**config.mk**
```make
export PLATFORM = sky130hd
export DESIGN_NAME = signed_floor_divider
export DESIGN_NICKNAME = d
export VERILOG_FILES = /design/src/rtl/sfd_pkg.sv /design/src/rtl/sfd_core.sv /design/src/rtl/signed_floor_divider.sv
export SDC_FILE = /design/constraint.sdc
export NUM_CORES = 1
export LEC_CHECK = 0
export BUFFER_PORTS_ARGS = -buffer_cell sky130_fd_sc_hd__buf_4
export CELL_PAD_IN_SITES_DETAIL_PLACEMENT = 1
export CELL_PAD_IN_SITES_GLOBAL_PLACEMENT = 1
export CORE_UTILIZATION = 33
export DETAILED_ROUTE_END_ITERATION = 8
export GPL_ROUTABILITY_DRIVEN = 0
export GPL_TIMING_DRIVEN = 0
export MAX_ROUTING_LAYER = met4
export PLACE_DENSITY_LB_ADDON = 0.1
export REMOVE_ABC_BUFFERS = 1
export SLEW_MARGIN = 20
export SYNTH_ARGS = -nofsm -noshare
export SYNTH_HDL_FRONTEND = slang
export SYNTH_SLANG_ARGS = --single-unit
```
**constraint.sdc**
```tcl
create_clock -name clk -period 23.8 [get_ports clk]
set_input_delay 2.38 -clock clk [delete_from_list [all_inputs] [get_ports clk]]
set_output_delay 2.38 -clock clk [all_outputs]
set_load 0.02 [all_outputs]
```
**src/rtl/sfd_pkg.sv**
```systemverilog
`timescale 1ns / 1ps
// ----------------------------------------------------------------------------
// sfd_pkg: shared types for the signed floor divider
// Control and status records that pass between the top level and the
// serial divider core.
// ----------------------------------------------------------------------------
package sfd_pkg;

    // Control from the sequencer to the serial core.
    typedef struct packed {
        logic load;     // start a new magnitude division
    } sfd_core_ctl_t;

    // Status from the serial core back to the sequencer.
    typedef struct packed {
        logic active;   // iterations in progress
        logic done;     // one-cycle pulse: quotient and remainder are final
    } sfd_core_sts_t;

endpackage

```
**src/rtl/sfd_core.sv**
```systemverilog
`timescale 1ns / 1ps
// ----------------------------------------------------------------------------
// sfd_core: bit-serial restoring divider on magnitudes
// One quotient bit per cycle. The dividend shifts out of the top of the
// quotient register while quotient bits shift in at the bottom.
// ----------------------------------------------------------------------------
module sfd_core
    import sfd_pkg::*;
#(
    parameter int DATA_WIDTH = 32
)
(
    input  logic                  clk,
    input  logic                  rst_n,
    input  sfd_core_ctl_t         ctl,
    input  logic [DATA_WIDTH-1:0] mag_a,
    input  logic [DATA_WIDTH-1:0] mag_b,
    output sfd_core_sts_t         sts,
    output logic [DATA_WIDTH-1:0] quo,
    output logic [DATA_WIDTH-1:0] rem
);

    localparam int CNT_W = $clog2(DATA_WIDTH + 1);

    logic [DATA_WIDTH-1:0] rem_reg, rem_next;
    logic [DATA_WIDTH-1:0] quo_reg, quo_next;
    logic [DATA_WIDTH-1:0] div_reg, div_next;
    logic [CNT_W-1:0]      cnt_reg, cnt_next;
    logic                  active_reg, active_next;
    logic                  done_reg, done_next;

    logic [DATA_WIDTH:0]   trial;

    // Shift the next dividend bit into the partial remainder and try the
    // subtraction; the extra top bit catches the borrow.
    assign trial = {rem_reg, quo_reg[DATA_WIDTH-1]} - {1'b0, div_reg};

    always_comb
    begin
        rem_next    = rem_reg;
        quo_next    = quo_reg;
        div_next    = div_reg;
        cnt_next    = cnt_reg;
        active_next = active_reg;
        done_next   = 1'b0;
        if (ctl.load)
        begin
            rem_next    = '0;
            quo_next    = mag_a;
            div_next    = mag_b;
            cnt_next    = CNT_W'(DATA_WIDTH);
            active_next = 1'b1;
        end
        else if (active_reg)
        begin
            if (trial[DATA_WIDTH])
            begin
                rem_next = {rem_reg[DATA_WIDTH-2:0], quo_reg[DATA_WIDTH-1]};
                quo_next = {quo_reg[DATA_WIDTH-2:0], 1'b0};
            end
            else
            begin
                rem_next = trial[DATA_WIDTH-1:0];
                quo_next = {quo_reg[DATA_WIDTH-2:0], 1'b1};
            end
            cnt_next = cnt_reg - 1'b1;
            if (cnt_reg == CNT_W'(1))
            begin
                active_next = 1'b0;
                done_next   = 1'b1;
            end
        end
    end

    always_ff @(posedge clk or negedge rst_n)
    begin
        if (!rst_n)
        begin
            cnt_reg    <= '0;
            active_reg <= 1'b0;
            done_reg   <= 1'b0;
        end
        else
        begin
            cnt_reg    <= cnt_next;
            active_reg <= active_next;
            done_reg   <= done_next;
        end
    end

    always_ff @(posedge clk)
    begin
        rem_reg <= rem_next;
        quo_reg <= quo_next;
        div_reg <= div_next;
    end

    assign sts.active = active_reg;
    assign sts.done   = done_reg;
    assign quo        = quo_reg;
    assign rem        = rem_reg;

endmodule

```
**src/rtl/signed_floor_divider.sv**
```systemverilog
`timescale 1ns / 1ps
// ----------------------------------------------------------------------------
// signed_floor_divider: signed division rounded toward minus infinity
// A request is taken when start is high and busy is low. The result is
// shown for exactly one cycle with done high and must be captured then,
// since the receiver cannot hold it off. The bit-serial core produces one
// quotient bit per cycle. A zero divisor skips the core and raises done
// straight from the magnitude state. busy stays high from acceptance until
// the done cycle, so one request is in flight at a time.
// ----------------------------------------------------------------------------
//
// The quotient is the floor of dividend / divisor, and the remainder has the
// sign of the divisor with a magnitude below that of the divisor. A zero
// divisor raises div_by_zero with zero quotient and remainder. The most
// negative dividend divided by minus one raises overflow, and the quotient
// saturates to the largest positive value with a zero remainder.
//
// Flow: the operands are latched, turned into magnitudes, divided by the
// serial core; the fix state then applies the floor correction, and the
// sign state applies the sign of the remainder as it loads the result registers.
module signed_floor_divider
    import sfd_pkg::*;
#(
    parameter int DATA_WIDTH = 32
)
(
    input  logic                         clk,
    input  logic                         rst_n,
    input  logic                         start,
    output logic                         busy,
    input  logic signed [DATA_WIDTH-1:0] dividend,
    input  logic signed [DATA_WIDTH-1:0] divisor,
    output logic                         done,
    output logic signed [DATA_WIDTH-1:0] quotient,
    output logic signed [DATA_WIDTH-1:0] remainder,
    output logic                         div_by_zero,
    output logic                         overflow
);

    localparam logic [DATA_WIDTH-1:0] MAX_POS = {1'b0, {(DATA_WIDTH-1){1'b1}}};

    typedef enum logic [2:0] {
        ST_IDLE,
        ST_MAG,
        ST_RUN,
        ST_FIX,
        ST_SIGN
    } state_t;

    state_t                state_reg;
    logic [DATA_WIDTH-1:0] a_reg;
    logic [DATA_WIDTH-1:0] b_reg;
    logic [DATA_WIDTH-1:0] ma_reg;
    logic [DATA_WIDTH-1:0] mb_reg;
    logic [DATA_WIDTH-1:0] qf_reg;
    logic [DATA_WIDTH-1:0] rf_reg;
    logic                  ovf_reg;
    logic                  load_reg;
    logic                  done_reg;
    logic [DATA_WIDTH-1:0] quo_out_reg;
    logic [DATA_WIDTH-1:0] rem_out_reg;
    logic                  dz_out_reg;
    logic                  ovf_out_reg;

    logic                  a_neg;
    logic                  b_neg;
    logic                  signs_differ;
    sfd_core_ctl_t         core_ctl;
    sfd_core_sts_t         core_sts;
    logic [DATA_WIDTH-1:0] core_quo;
    logic [DATA_WIDTH-1:0] core_rem;

    assign a_neg        = a_reg[DATA_WIDTH-1];
    assign b_neg        = b_reg[DATA_WIDTH-1];
    assign signs_differ = a_neg ^ b_neg;
    assign core_ctl.load = load_reg;

    sfd_core #(
        .DATA_WIDTH(DATA_WIDTH)
    ) u_core (
        .clk   (clk),
        .rst_n (rst_n),
        .ctl   (core_ctl),
        .mag_a (ma_reg),
        .mag_b (mb_reg),
        .sts   (core_sts),
        .quo   (core_quo),
        .rem   (core_rem)
    );

    // Control state and the one-cycle strobes.
    always_ff @(posedge clk or negedge rst_n)
    begin
        if (!rst_n)
        begin
            state_reg <= ST_IDLE;
            load_reg  <= 1'b0;
            done_reg  <= 1'b0;
        end
        else
        begin
            load_reg <= 1'b0;
            done_reg <= 1'b0;
            case (state_reg)
                ST_IDLE:
                begin
                    if (start)
                    begin
                        state_reg <= ST_MAG;
                    end
                end
                ST_MAG:
                begin
                    if (b_reg == '0)
                    begin
                        // Zero divisor: report at once, nothing to divide.
                        done_reg  <= 1'b1;
                        state_reg <= ST_IDLE;
                    end
                    else
                    begin
                        load_reg  <= 1'b1;
                        state_reg <= ST_RUN;
                    end
                end
                ST_RUN:
                begin
                    if (core_sts.done)
                    begin
                        state_reg <= ST_FIX;
                    end
                end
                ST_FIX:
                begin
                    state_reg <= ST_SIGN;
                end
                ST_SIGN:
                begin
                    done_reg  <= 1'b1;
                    state_reg <= ST_IDLE;
                end
                default:
                begin
                    state_reg <= ST_IDLE;
                end
            endcase
        end
    end

    // Datapath registers; their contents matter only under the control above.
    always_ff @(posedge clk)
    begin
        case (state_reg)
            ST_IDLE:
            begin
                if (start)
                begin
                    a_reg <= $unsigned(dividend);
                    b_reg <= $unsigned(divisor);
                end
            end
            ST_MAG:
            begin
                ma_reg <= a_neg ? (~a_reg + 1'b1) : a_reg;
                mb_reg <= b_neg ? (~b_reg + 1'b1) : b_reg;
                if (b_reg == '0)
                begin
                    quo_out_reg <= '0;
                    rem_out_reg <= '0;
                    dz_out_reg  <= 1'b1;
                    ovf_out_reg <= 1'b0;
                end
            end
            ST_FIX:
            begin
                // Floor correction when the signs differ: a nonzero remainder
                // takes the quotient from -q to -q-1, which is ~q, and the
                // remainder over to the other side of zero.
                ovf_reg <= 1'b0;
                rf_reg  <= core_rem;
                if (signs_differ)
                begin
                    if (core_rem != '0)
                    begin
                        qf_reg <= ~core_quo;
                        rf_reg <= mb_reg - core_rem;
                    end
                    else
                    begin
                        qf_reg <= ~core_quo + 1'b1;
                    end
                end
                else if (core_quo[DATA_WIDTH-1])
                begin
                    // Only the most negative value over minus one gets here.
                    qf_reg  <= MAX_POS;
                    ovf_reg <= 1'b1;
                end
                else
                begin
                    qf_reg <= core_quo;
                end
            end
            ST_SIGN:
            begin
                quo_out_reg <= qf_reg;
                rem_out_reg <= b_neg ? (~rf_reg + 1'b1) : rf_reg;
                dz_out_reg  <= 1'b0;
                ovf_out_reg <= ovf_reg;
            end
            default:
            begin
            end
        endcase
    end

    assign busy        = (state_reg != ST_IDLE);
    assign done        = done_reg;
    assign quotient    = $signed(quo_out_reg);
    assign remainder   = $signed(rem_out_reg);
    assign div_by_zero = dz_out_reg;
    assign overflow    = ovf_out_reg;

endmodule

```
* Word-level counts from Yosys, hierarchy flattened
Cells that the tools add are included.
Cells by class: bitwise gates (word level) 5, multiplexer cells 36, add/subtract/negate cells 7, reductions and logical operators 9, equality and inequality tests 8
Operators with widths (number):
- 32-bit two-way mux | 9
- 32-bit by 1-bit adder with 32-bit output, second input constant | 4
- 32-bit NOT | 4
- 32-bit case mux with 2 select lines | 2
- 31-bit two-way mux | 3
- 33-bit by 32-bit subtractor with 33-bit output | 1
- 32-bit zero test | 1
- 32-bit nonzero test | 1
- 32-bit subtractor | 1
- 1-bit two-way mux | 13
- 6-bit two-way mux | 2
- 3-bit case mux with 4 select lines | 1
- 3-bit by 2-bit equality test with 1-bit output, second input constant | 2
- 6-bit by 1-bit equality test with 1-bit output, second input constant | 1
- 3-bit two-way mux | 2
- 1-bit case mux with 2 select lines | 3
- 2-bit AND reduction | 3
- 6-bit by 1-bit subtractor with 6-bit output, second input constant | 1
- 2-bit inequality test, second input constant | 2
- 2-bit nonzero test | 2
- 3-bit by 1-bit equality test with 1-bit output, second input constant | 1
- 3-bit equality test, second input constant | 1
- 3-bit zero test | 1
- 3-bit nonzero test | 1
- other kinds (3) | 3
Storage, ports and cells: output and inout bits 68, input bits 67, logic and storage cells 87, register bits 368

* Depth between registers and ports, before layout
Gate-level depths: netlist (run 1).
depth after elaboration 4, mapped depth 13, gate-level depth less buffers 12

* Hierarchy
A second synthesis (run 1) with hierarchy kept.
Second synthesis, totals: cell total of the unflattened synthesis 1777, area total of the unflattened synthesis 19560.0 sq um
By module, submodules not included:
- signed_floor_divider | times used 1, sequential area each 7902.6 sq um, area an instance 13230.2 sq um, cells each 1133
- sfd_core | times used 1, sequential area each 2762.6 sq um, area an instance 6329.8 sq um, cells each 644

* Worst setup path before layout (run 1)
OpenSTA, ideal clock, no wires.
kind register -> register, from register b_reg[7], to register dz_out_reg (netlist: div_by_zero), enable pin, stages on the path, launching flop included 9, setup time 0.670 ns, clock period less this slack 9.700 ns, path buffers 1, slack 14.100 ns, data arrival time 9.029 ns, required time 23.130 ns, cell sequence edfxtp_1 > or4_1 > or3_1 > or3_1 > or2_2 > clkbuf_1 > nor3_1 > nand2_1 > o41ai_1
Between the ends: word-level cells in the longest chain between the ends 3
RTL lines:
- start: declaration | line signed_floor_divider.sv:52 | logic [DATA_WIDTH-1:0] b_reg;
- start signal: assignment | line signed_floor_divider.sv:159 | b_reg <= $unsigned(divisor);
- 32-bit zero test | line signed_floor_divider.sv:166 | if (b_reg == '0)
- 2-bit inequality test (no source line)
- 2-bit AND reduction (no source line)
- end signal: assignment | line signed_floor_divider.sv:170 | dz_out_reg <= 1'b1;
- end signal: assignment | line signed_floor_divider.sv:208 | dz_out_reg <= 1'b0;
- end: declaration | line signed_floor_divider.sv:62 | logic dz_out_reg;
Every way passes these cells. A chain may end at the register's enable or synchronous reset.

* Worst setup path in the final report (run 1)
from register u_core.quo_reg[31] (netlist: u_core.quo[31]), to register u_core.rem_reg[3] (netlist: u_core.rem[3])
Between the ends: word-level cells in the longest chain between the ends 2
RTL lines:
- start: declaration | line sfd_core.sv:26 | logic [DATA_WIDTH-1:0] quo_reg, quo_next;
- start signal: assignment | line sfd_core.sv:94 | quo_reg <= quo_next;
- 33-bit by 32-bit subtractor with 33-bit output | line sfd_core.sv:36 | assign trial = {rem_reg, quo_reg[DATA_WIDTH-1]} - {1'b0, div_reg};
- 32-bit two-way mux | line sfd_core.sv:56 | if (trial[DATA_WIDTH])
- end signal: assignment | line sfd_core.sv:93 | rem_reg <= rem_next;
- end: declaration | line sfd_core.sv:25 | logic [DATA_WIDTH-1:0] rem_reg, rem_next;
Every way passes these cells.

==> results.sh, run 1 <==
export IMPL_total_power_mw=3.22
export IMPL_hold_end="ma_reg[0]"
export IMPL_grt_pass1_vias=14300
export IMPL_postCtsSetupRepairBufs=0
export IMPL_p_per_area_nw_per_um2=140
export IMPL_ant_nets=0
export IMPL_r2r_end="u_core.rem[3]"
export IMPL_cpPeakStageDelay_ns=0.70
export IMPL_antenna_found_initial=0
export IMPL_cts_buffers=43
export IMPL_die_area_sq_um=59300
export IMPL_slew_viol_final=0
export IMPL_hold_viol_final=0
export IMPL_ff2ff_path_depth=12
export IMPL_final_util=0.398
export IMPL_fin_skew_ns=0.0231
export IMPL_ys_async_sr_fraction=0.0353
export IMPL_finalSetupTns_ns=0
export IMPL_hold_start="a_reg[0]"
export IMPL_cts_tree="built"
export IMPL_netlist_instances=1757
export IMPL_finalCritPeriodShare=0.190
export IMPL_rsz0062_at_grt="no"
export IMPL_intPower_mw=1.94
export IMPL_worstPathRequired_ns=24.30
export IMPL_ctsHoldBuffers=0
export IMPL_worst_slew_pin_transition_ns=1.03
export IMPL_cts_buffer_depth=3
export IMPL_path_clk_slew_ns=0.06
export IMPL_syn_to_final_growth_pct=19.2
export IMPL_synth_area_per_cell_sq_um=11.0
export IMPL_yosysWarnings=0
export IMPL_clkSinkCount=368
export IMPL_core_area_sq_um=57700
export IMPL_grt_pass1_wl_mm=85.0
export IMPL_hold_depth=0
export IMPL_p_leak_nw=8.69
export IMPL_seq_area_frac_synth=0.554
export IMPL_syn_area_sq_um=19300
export IMPL_fin_nets=2045
export IMPL_hpwlAfterDp_mm=40.6
export IMPL_io_pins=135
export IMPL_maxSlewHeadroom=0.306
export IMPL_dp_cells=2627
export IMPL_final_cells=2705
export IMPL_maxCapViolCount=0
export IMPL_pwr_share_comb=0.430
export IMPL_grt_start_max_net_pins=70
export IMPL_finalSetupViolCount=0
export IMPL_path_cells="inv_1 -> ha_1 -> fa_1 -> nand2b_1 -> a21oi_1 -> o21ai_0 -> o21ai_0 -> o2111ai_1 -> o311a_2 -> buf_16 -> or3_1 -> a311oi_1"
export IMPL_htreeDepth=2
export IMPL_remaining_drc_errors=0
export IMPL_cts_resized=0
export IMPL_crit_top_cell="o21ai_0"
export IMPL_design_area_sq_um=23000
export IMPL_pwr_share_seq=0.356
export IMPL_layout_drive_gt1_share=0.157
export IMPL_initialDrtViolationCount=882
export IMPL_ir_drop_v=0.0000557
export IMPL_r2r_start="u_core.quo[31]"
export IMPL_insertedDiodeCount=0
export IMPL_status="finished clean"
export IMPL_crit_path_top_delay_cell="o21ai_0"
export IMPL_io_buffer_count=134
export IMPL_grt_overflow_total=0
export IMPL_worstSkewPairLatency_ns=0.59
export IMPL_die_w_um=244
export IMPL_min_period_ns=4.53
export IMPL_dpl_instance_area_sq_um=21500
export IMPL_final_common_cell="edfxtp_1"
export IMPL_synth_cell_types=70
export IMPL_routedWlPerCell_um=20.1
export IMPL_p_sw_mw=1.28
export IMPL_worstSetupPathType="flop to flop"
export IMPL_drt_pass1_iter_count=4
export IMPL_hp_class="flop to flop"
export IMPL_wl_mm=54.4
export IMPL_p_sw_frac=0.398
export IMPL_endpoint_kind="flop"
export IMPL_cp_max_fo=18
export IMPL_synth_main_ff_cell="edfxtp_1"
export IMPL_grt_use_total=0.190
export IMPL_reg2reg_slack_ns=19.27
export IMPL_ys_seq_elements=368
export IMPL_vias=14000
export IMPL_fillers=6263
export IMPL_fmax_mhz=221
export IMPL_p_clk_frac=0.214
export IMPL_synth_edf_count=323
export IMPL_via_per_inst=5.17
export IMPL_dieHeight_um=244
export IMPL_initial_core_util=0.334
export IMPL_start_kind="flop"
export IMPL_final_cell_mix="edfxtp_1 (323), nand2_1 (177), buf_4 (156)"
export IMPL_crit_arrival_ns=5.03
export IMPL_rows=88
export IMPL_root_buffer="clkbuf_16"
==> routing by layer <==
metal	part of all wire	GRT usage	up-vias
met5	0	-	-
met4	0.021	0.0515	0
met3	0.029	0.0225	71
met2	0.46	0.298	208
met1	0.49	0.258	6904
li1	-	-	6815
==> cell usage after synthesis, types with 15 or more instances <==
cell        n  share of area
xor2_1     46          0.021
nor2_1    131          0.026
o31ai_1    35          0.014
a21o_1     33          0.013
and3_1     40          0.013
o41ai_1    17         0.0077
nor4_1     17         0.0055
nand3_1    29         0.0075
xnor2_1    92          0.042
dfxtp_1    32          0.033
mux2_2     30          0.018
a21oi_1    94          0.024
nor3_1     38         0.0099
clkbuf_1   69          0.013
edfxtp_1  323           0.50
nand2_1   178          0.035
a311oi_1   23          0.010
or3_1      28         0.0091
inv_1      89          0.017
or4_1      15         0.0058
ha_1       69          0.045
nand2b_1   28         0.0091
o21ai_0   126          0.033
==> stage by stage <==
step	hold slack, ns	setup WS [ns]
6_report	0.452	19.27
5_1_grt	0.479	19.01
4_1_cts	0.454	19.14
3_5_place_dp	0.439	19.15
3_3_place_gp	0.440	9.46
2_1_floorplan	0.426	14.18
==> worst max path at each step <==
| stage | startpoint | end | slack [ns] | depth (start not counted) |
|---|---|---|---|---|
| 2_1_floorplan | b_reg[7] | div_by_zero | 14.18 | 7 |
| 3_3_place_gp | b_reg[6] | remainder[7] | 9.46 | 7 |
| 3_5_place_dp | b_reg[6] | remainder[7] | 19.15 | 10 |
| 4_1_cts | b_reg[6] | remainder[7] | 19.14 | 10 |
| 5_1_grt | b_reg[6] | remainder[7] | 19.01 | 10 |
| 6_report | u_core.quo[31] | u_core.rem[3] | 19.27 | 12 |
==> area by class of cell <==
| type | instances | area [sq um] | area share |
|---|---|---|---|
| clock inverters | 25 | 320 | 0.0140 |
| well taps | 765 | 957 | 0.0417 |
| inverters | 90 | 338 | 0.0147 |
| flip-flops and latches | 368 | 10700 | 0.465 |
| clock buffers | 53 | 1120 | 0.0490 |
| multi-input cells | 1226 | 8050 | 0.351 |
| repair buffers | 178 | 1490 | 0.0649 |
==> cell families (layout without fill, tap and decap cells) <==
family	count (synthesis)	after routing	share of synthesized area
xor gates and xnor gates	138	138	0.0628
DFF	368	368	0.554
muxes	32	32	0.0186
adders and majority gates	71	71	0.0469
AOI/OAI and AO/OA	415	415	0.139
buffers and inverters	163	346	0.0320
and+or+nand+nor	570	570	0.147
==> critical path, delay by kind of cell, from the launching register on <==
family,cells,cell delay [ns]
fa+ha+maj,2,0.68
buf+inv,2,0.45
compound gates,6,2.23
flops,1,0.48
simple gates,2,0.59
==> power groups by stage <==
stage	clock network (mW)	registers (mW)	logic (mW)
2_1_floorplan	0	1.12	0.945
3_3_place_gp	0	1.22	1.28
3_5_place_dp	0	1.16	1.38
4_1_cts	0.710	1.15	1.40
5_1_grt	0.730	1.18	1.55
6_report	0.689	1.15	1.38
Note: power is estimated with default switching activity, not from simulation.
==> inputs of run 2 (changes only) <==
==> constraint.sdc (replaced) <==
create_clock -name clk -period 4.1 [get_ports clk]
set_input_delay 0.41 -clock clk [delete_from_list [all_inputs] [get_ports clk]]
set_output_delay 0.41 -clock clk [all_outputs]
set_load 0.02 [all_outputs]
==> run 2 against run 1 <==
  * Routed wire length is 1.5% higher
  * Cell count increased by 2.5%
  * Highest routed layer unchanged
  * Sequential share of layout area is 1.5 points lower
  * Core utilization rose by 1.3 points
  * Power increased to 5.8 times the previous value
  * Fmax grew 18%
  * Critical endpoint unchanged
  * Cell area rose by 3.3%
  * Worst setup slack worse by 19 ns
  * Worst hold slack lost 0.28 ns
  * Sequential cell count stayed put
  * Clock-buffer cell count unchanged
  * Clock power increased to 5.8 times the previous value
==> results.sh, run 2 (synthesis gave the netlist of run 1 again) <==
export IMPL_status="finished clean"
export IMPL_start_kind="flop"
export IMPL_seqCellArea_sq_um=10700
export IMPL_io_pins=135
export IMPL_p_leak_nw=9.02
export IMPL_root_buffer="clkbuf_16"
export IMPL_fin_ws_ns=0.252
export IMPL_ff2ff_path_depth=12
export IMPL_fin_skew_ns=0.0223
export IMPL_final_common_cell="edfxtp_1"
export IMPL_dieHeight_um=244
export IMPL_syn_to_final_growth_pct=23.2
export IMPL_worstSkewPairLatency_ns=0.59
export IMPL_die_area_sq_um=59300
export IMPL_path_clk_slew_ns=0.06
export IMPL_layout_drive_gt1_share=0.157
export IMPL_vias=14300
export IMPL_htreeDepth=2
export IMPL_hp_class="input port to flop"
export IMPL_grt_overflow_total=0
export IMPL_drt_pass1_iter_count=5
export IMPL_hold_viol_final=0
export IMPL_io_buffer_count=134
export IMPL_core_area_sq_um=57700
export IMPL_insertedDiodeCount=0
export IMPL_worst_slew_pin_transition_ns=0.965
export IMPL_final_cell_mix="edfxtp_1 (323), nand2_1 (176), buf_4 (159)"
export IMPL_final_util=0.411
export IMPL_cts_buffers=43
export IMPL_endpoint_kind="flop"
export IMPL_remaining_drc_errors=0
export IMPL_slew_viol_final=0
export IMPL_fin_nets=2113
export IMPL_initialDrtViolationCount=780
export IMPL_maxCapViolCount=0
export IMPL_preCtsSetupSlack_ns=-0.553
export IMPL_design_area_sq_um=23700
export IMPL_grt_start_max_net_pins=70
export IMPL_grt_pass1_vias=14700
export IMPL_dpl_instance_area_sq_um=21500
export IMPL_die_w_um=244
export IMPL_rsz0062_at_grt="no"
export IMPL_grt_use_total=0.192
export IMPL_fmax_mhz=260
export IMPL_min_period_ns=3.85
export IMPL_cp_max_fo=18
export IMPL_maxSlewHeadroom=0.356
export IMPL_hold_depth=3
export IMPL_worstPathRequired_ns=4.60
export IMPL_multiInputGateArea_sq_um=8140
export IMPL_ir_drop_v=0.000328
export IMPL_worstSetupPathType="flop to flop"
export IMPL_routedWlPerCell_um=19.9
export IMPL_antenna_found_initial=0
export IMPL_wl_mm=55.2
export IMPL_ant_nets=0
export IMPL_cts_tree="built"
export IMPL_via_per_inst=5.17
export IMPL_finalCritPeriodShare=0.938
export IMPL_fillers=6267
export IMPL_rows=88
export IMPL_p_per_area_nw_per_um2=794
export IMPL_finalSetupViolCount=0
export IMPL_hpwlAfterDp_mm=40.6
export IMPL_grt_pass1_wl_mm=86.5
export IMPL_initial_core_util=0.334
export IMPL_clkSinkCount=368
export IMPL_cts_buffer_depth=3
export IMPL_crit_arrival_ns=4.34
==> run 2: final timing paths <==
kind | start | endpoint | slack (ns)
min | start | state_reg[0] | 0.17
min in group asynchronous | rst_n | u_core.cnt_reg[0] | 0.22
min reg2reg | a_reg[0] | ma_reg[0] | 0.45
max reg2reg | u_core.quo[31] | u_core.rem[3] | 0.25
max in group asynchronous | rst_n | core_ctl | 3.65
max | u_core.quo[31] | u_core.rem[3] | 0.25
==> run 2: stage by stage <==
step	TNS [ns]	total power, mW	instances	hold slack [ns]
2_1_floorplan	-646.34	12.0	1684	0.114
3_3_place_gp	-1841.04	14.3	2583	0.282
6_report	0	18.8	2773	0.171
3_5_place_dp	-26.21	14.8	2627	0.290
5_1_grt	0	20.2	2773	0.168
4_1_cts	0	19.0	2773	0.146
==> run 2: critical path, stage by stage, from the launching register on <==
cell	delay [ns]
edfxtp_1	0.46
inv_1	0.21
ha_1	0.29
fa_1	0.39
nand2b_1	0.22
a21oi_2	0.22
o21ai_1	0.23
o21ai_2	0.33
o2111ai_1	0.30
o311a_4	0.29
buf_16	0.19
or3_1	0.38
a311oi_1	0.25
==> run 2: layer usage <==
metal | GRT usage | part of all wire
met3 | 0.0224 | 0.029
met4 | 0.0517 | 0.021
met1 | 0.260 | 0.48
met2 | 0.306 | 0.47
met5 | - | 0
==> run 2: cell type report <==
class,instances,area share
timing repair buffer,246,0.0912
clock buffer,53,0.0474
sequential,368,0.450
clock inverter,25,0.0135
tap,765,0.0404
multi-input combinational,1226,0.343
inverter,90,0.0142
==> run 2: repair_timing <==
action                     4_1_cts  5_1_grt
resized for setup                7        9
setup endpoints to repair       94       49
setup buffers                    3        0
hold endpoints to repair        77        0
pin swaps                        1        2
hold buffers                    65        0
==> run 2: where the power goes <==
group          leakage, nW  switching, mW  internal (mW)
sequential            3.50           1.08           5.59
combinational         4.81           4.80           3.36
clock                0.704           1.61           2.40
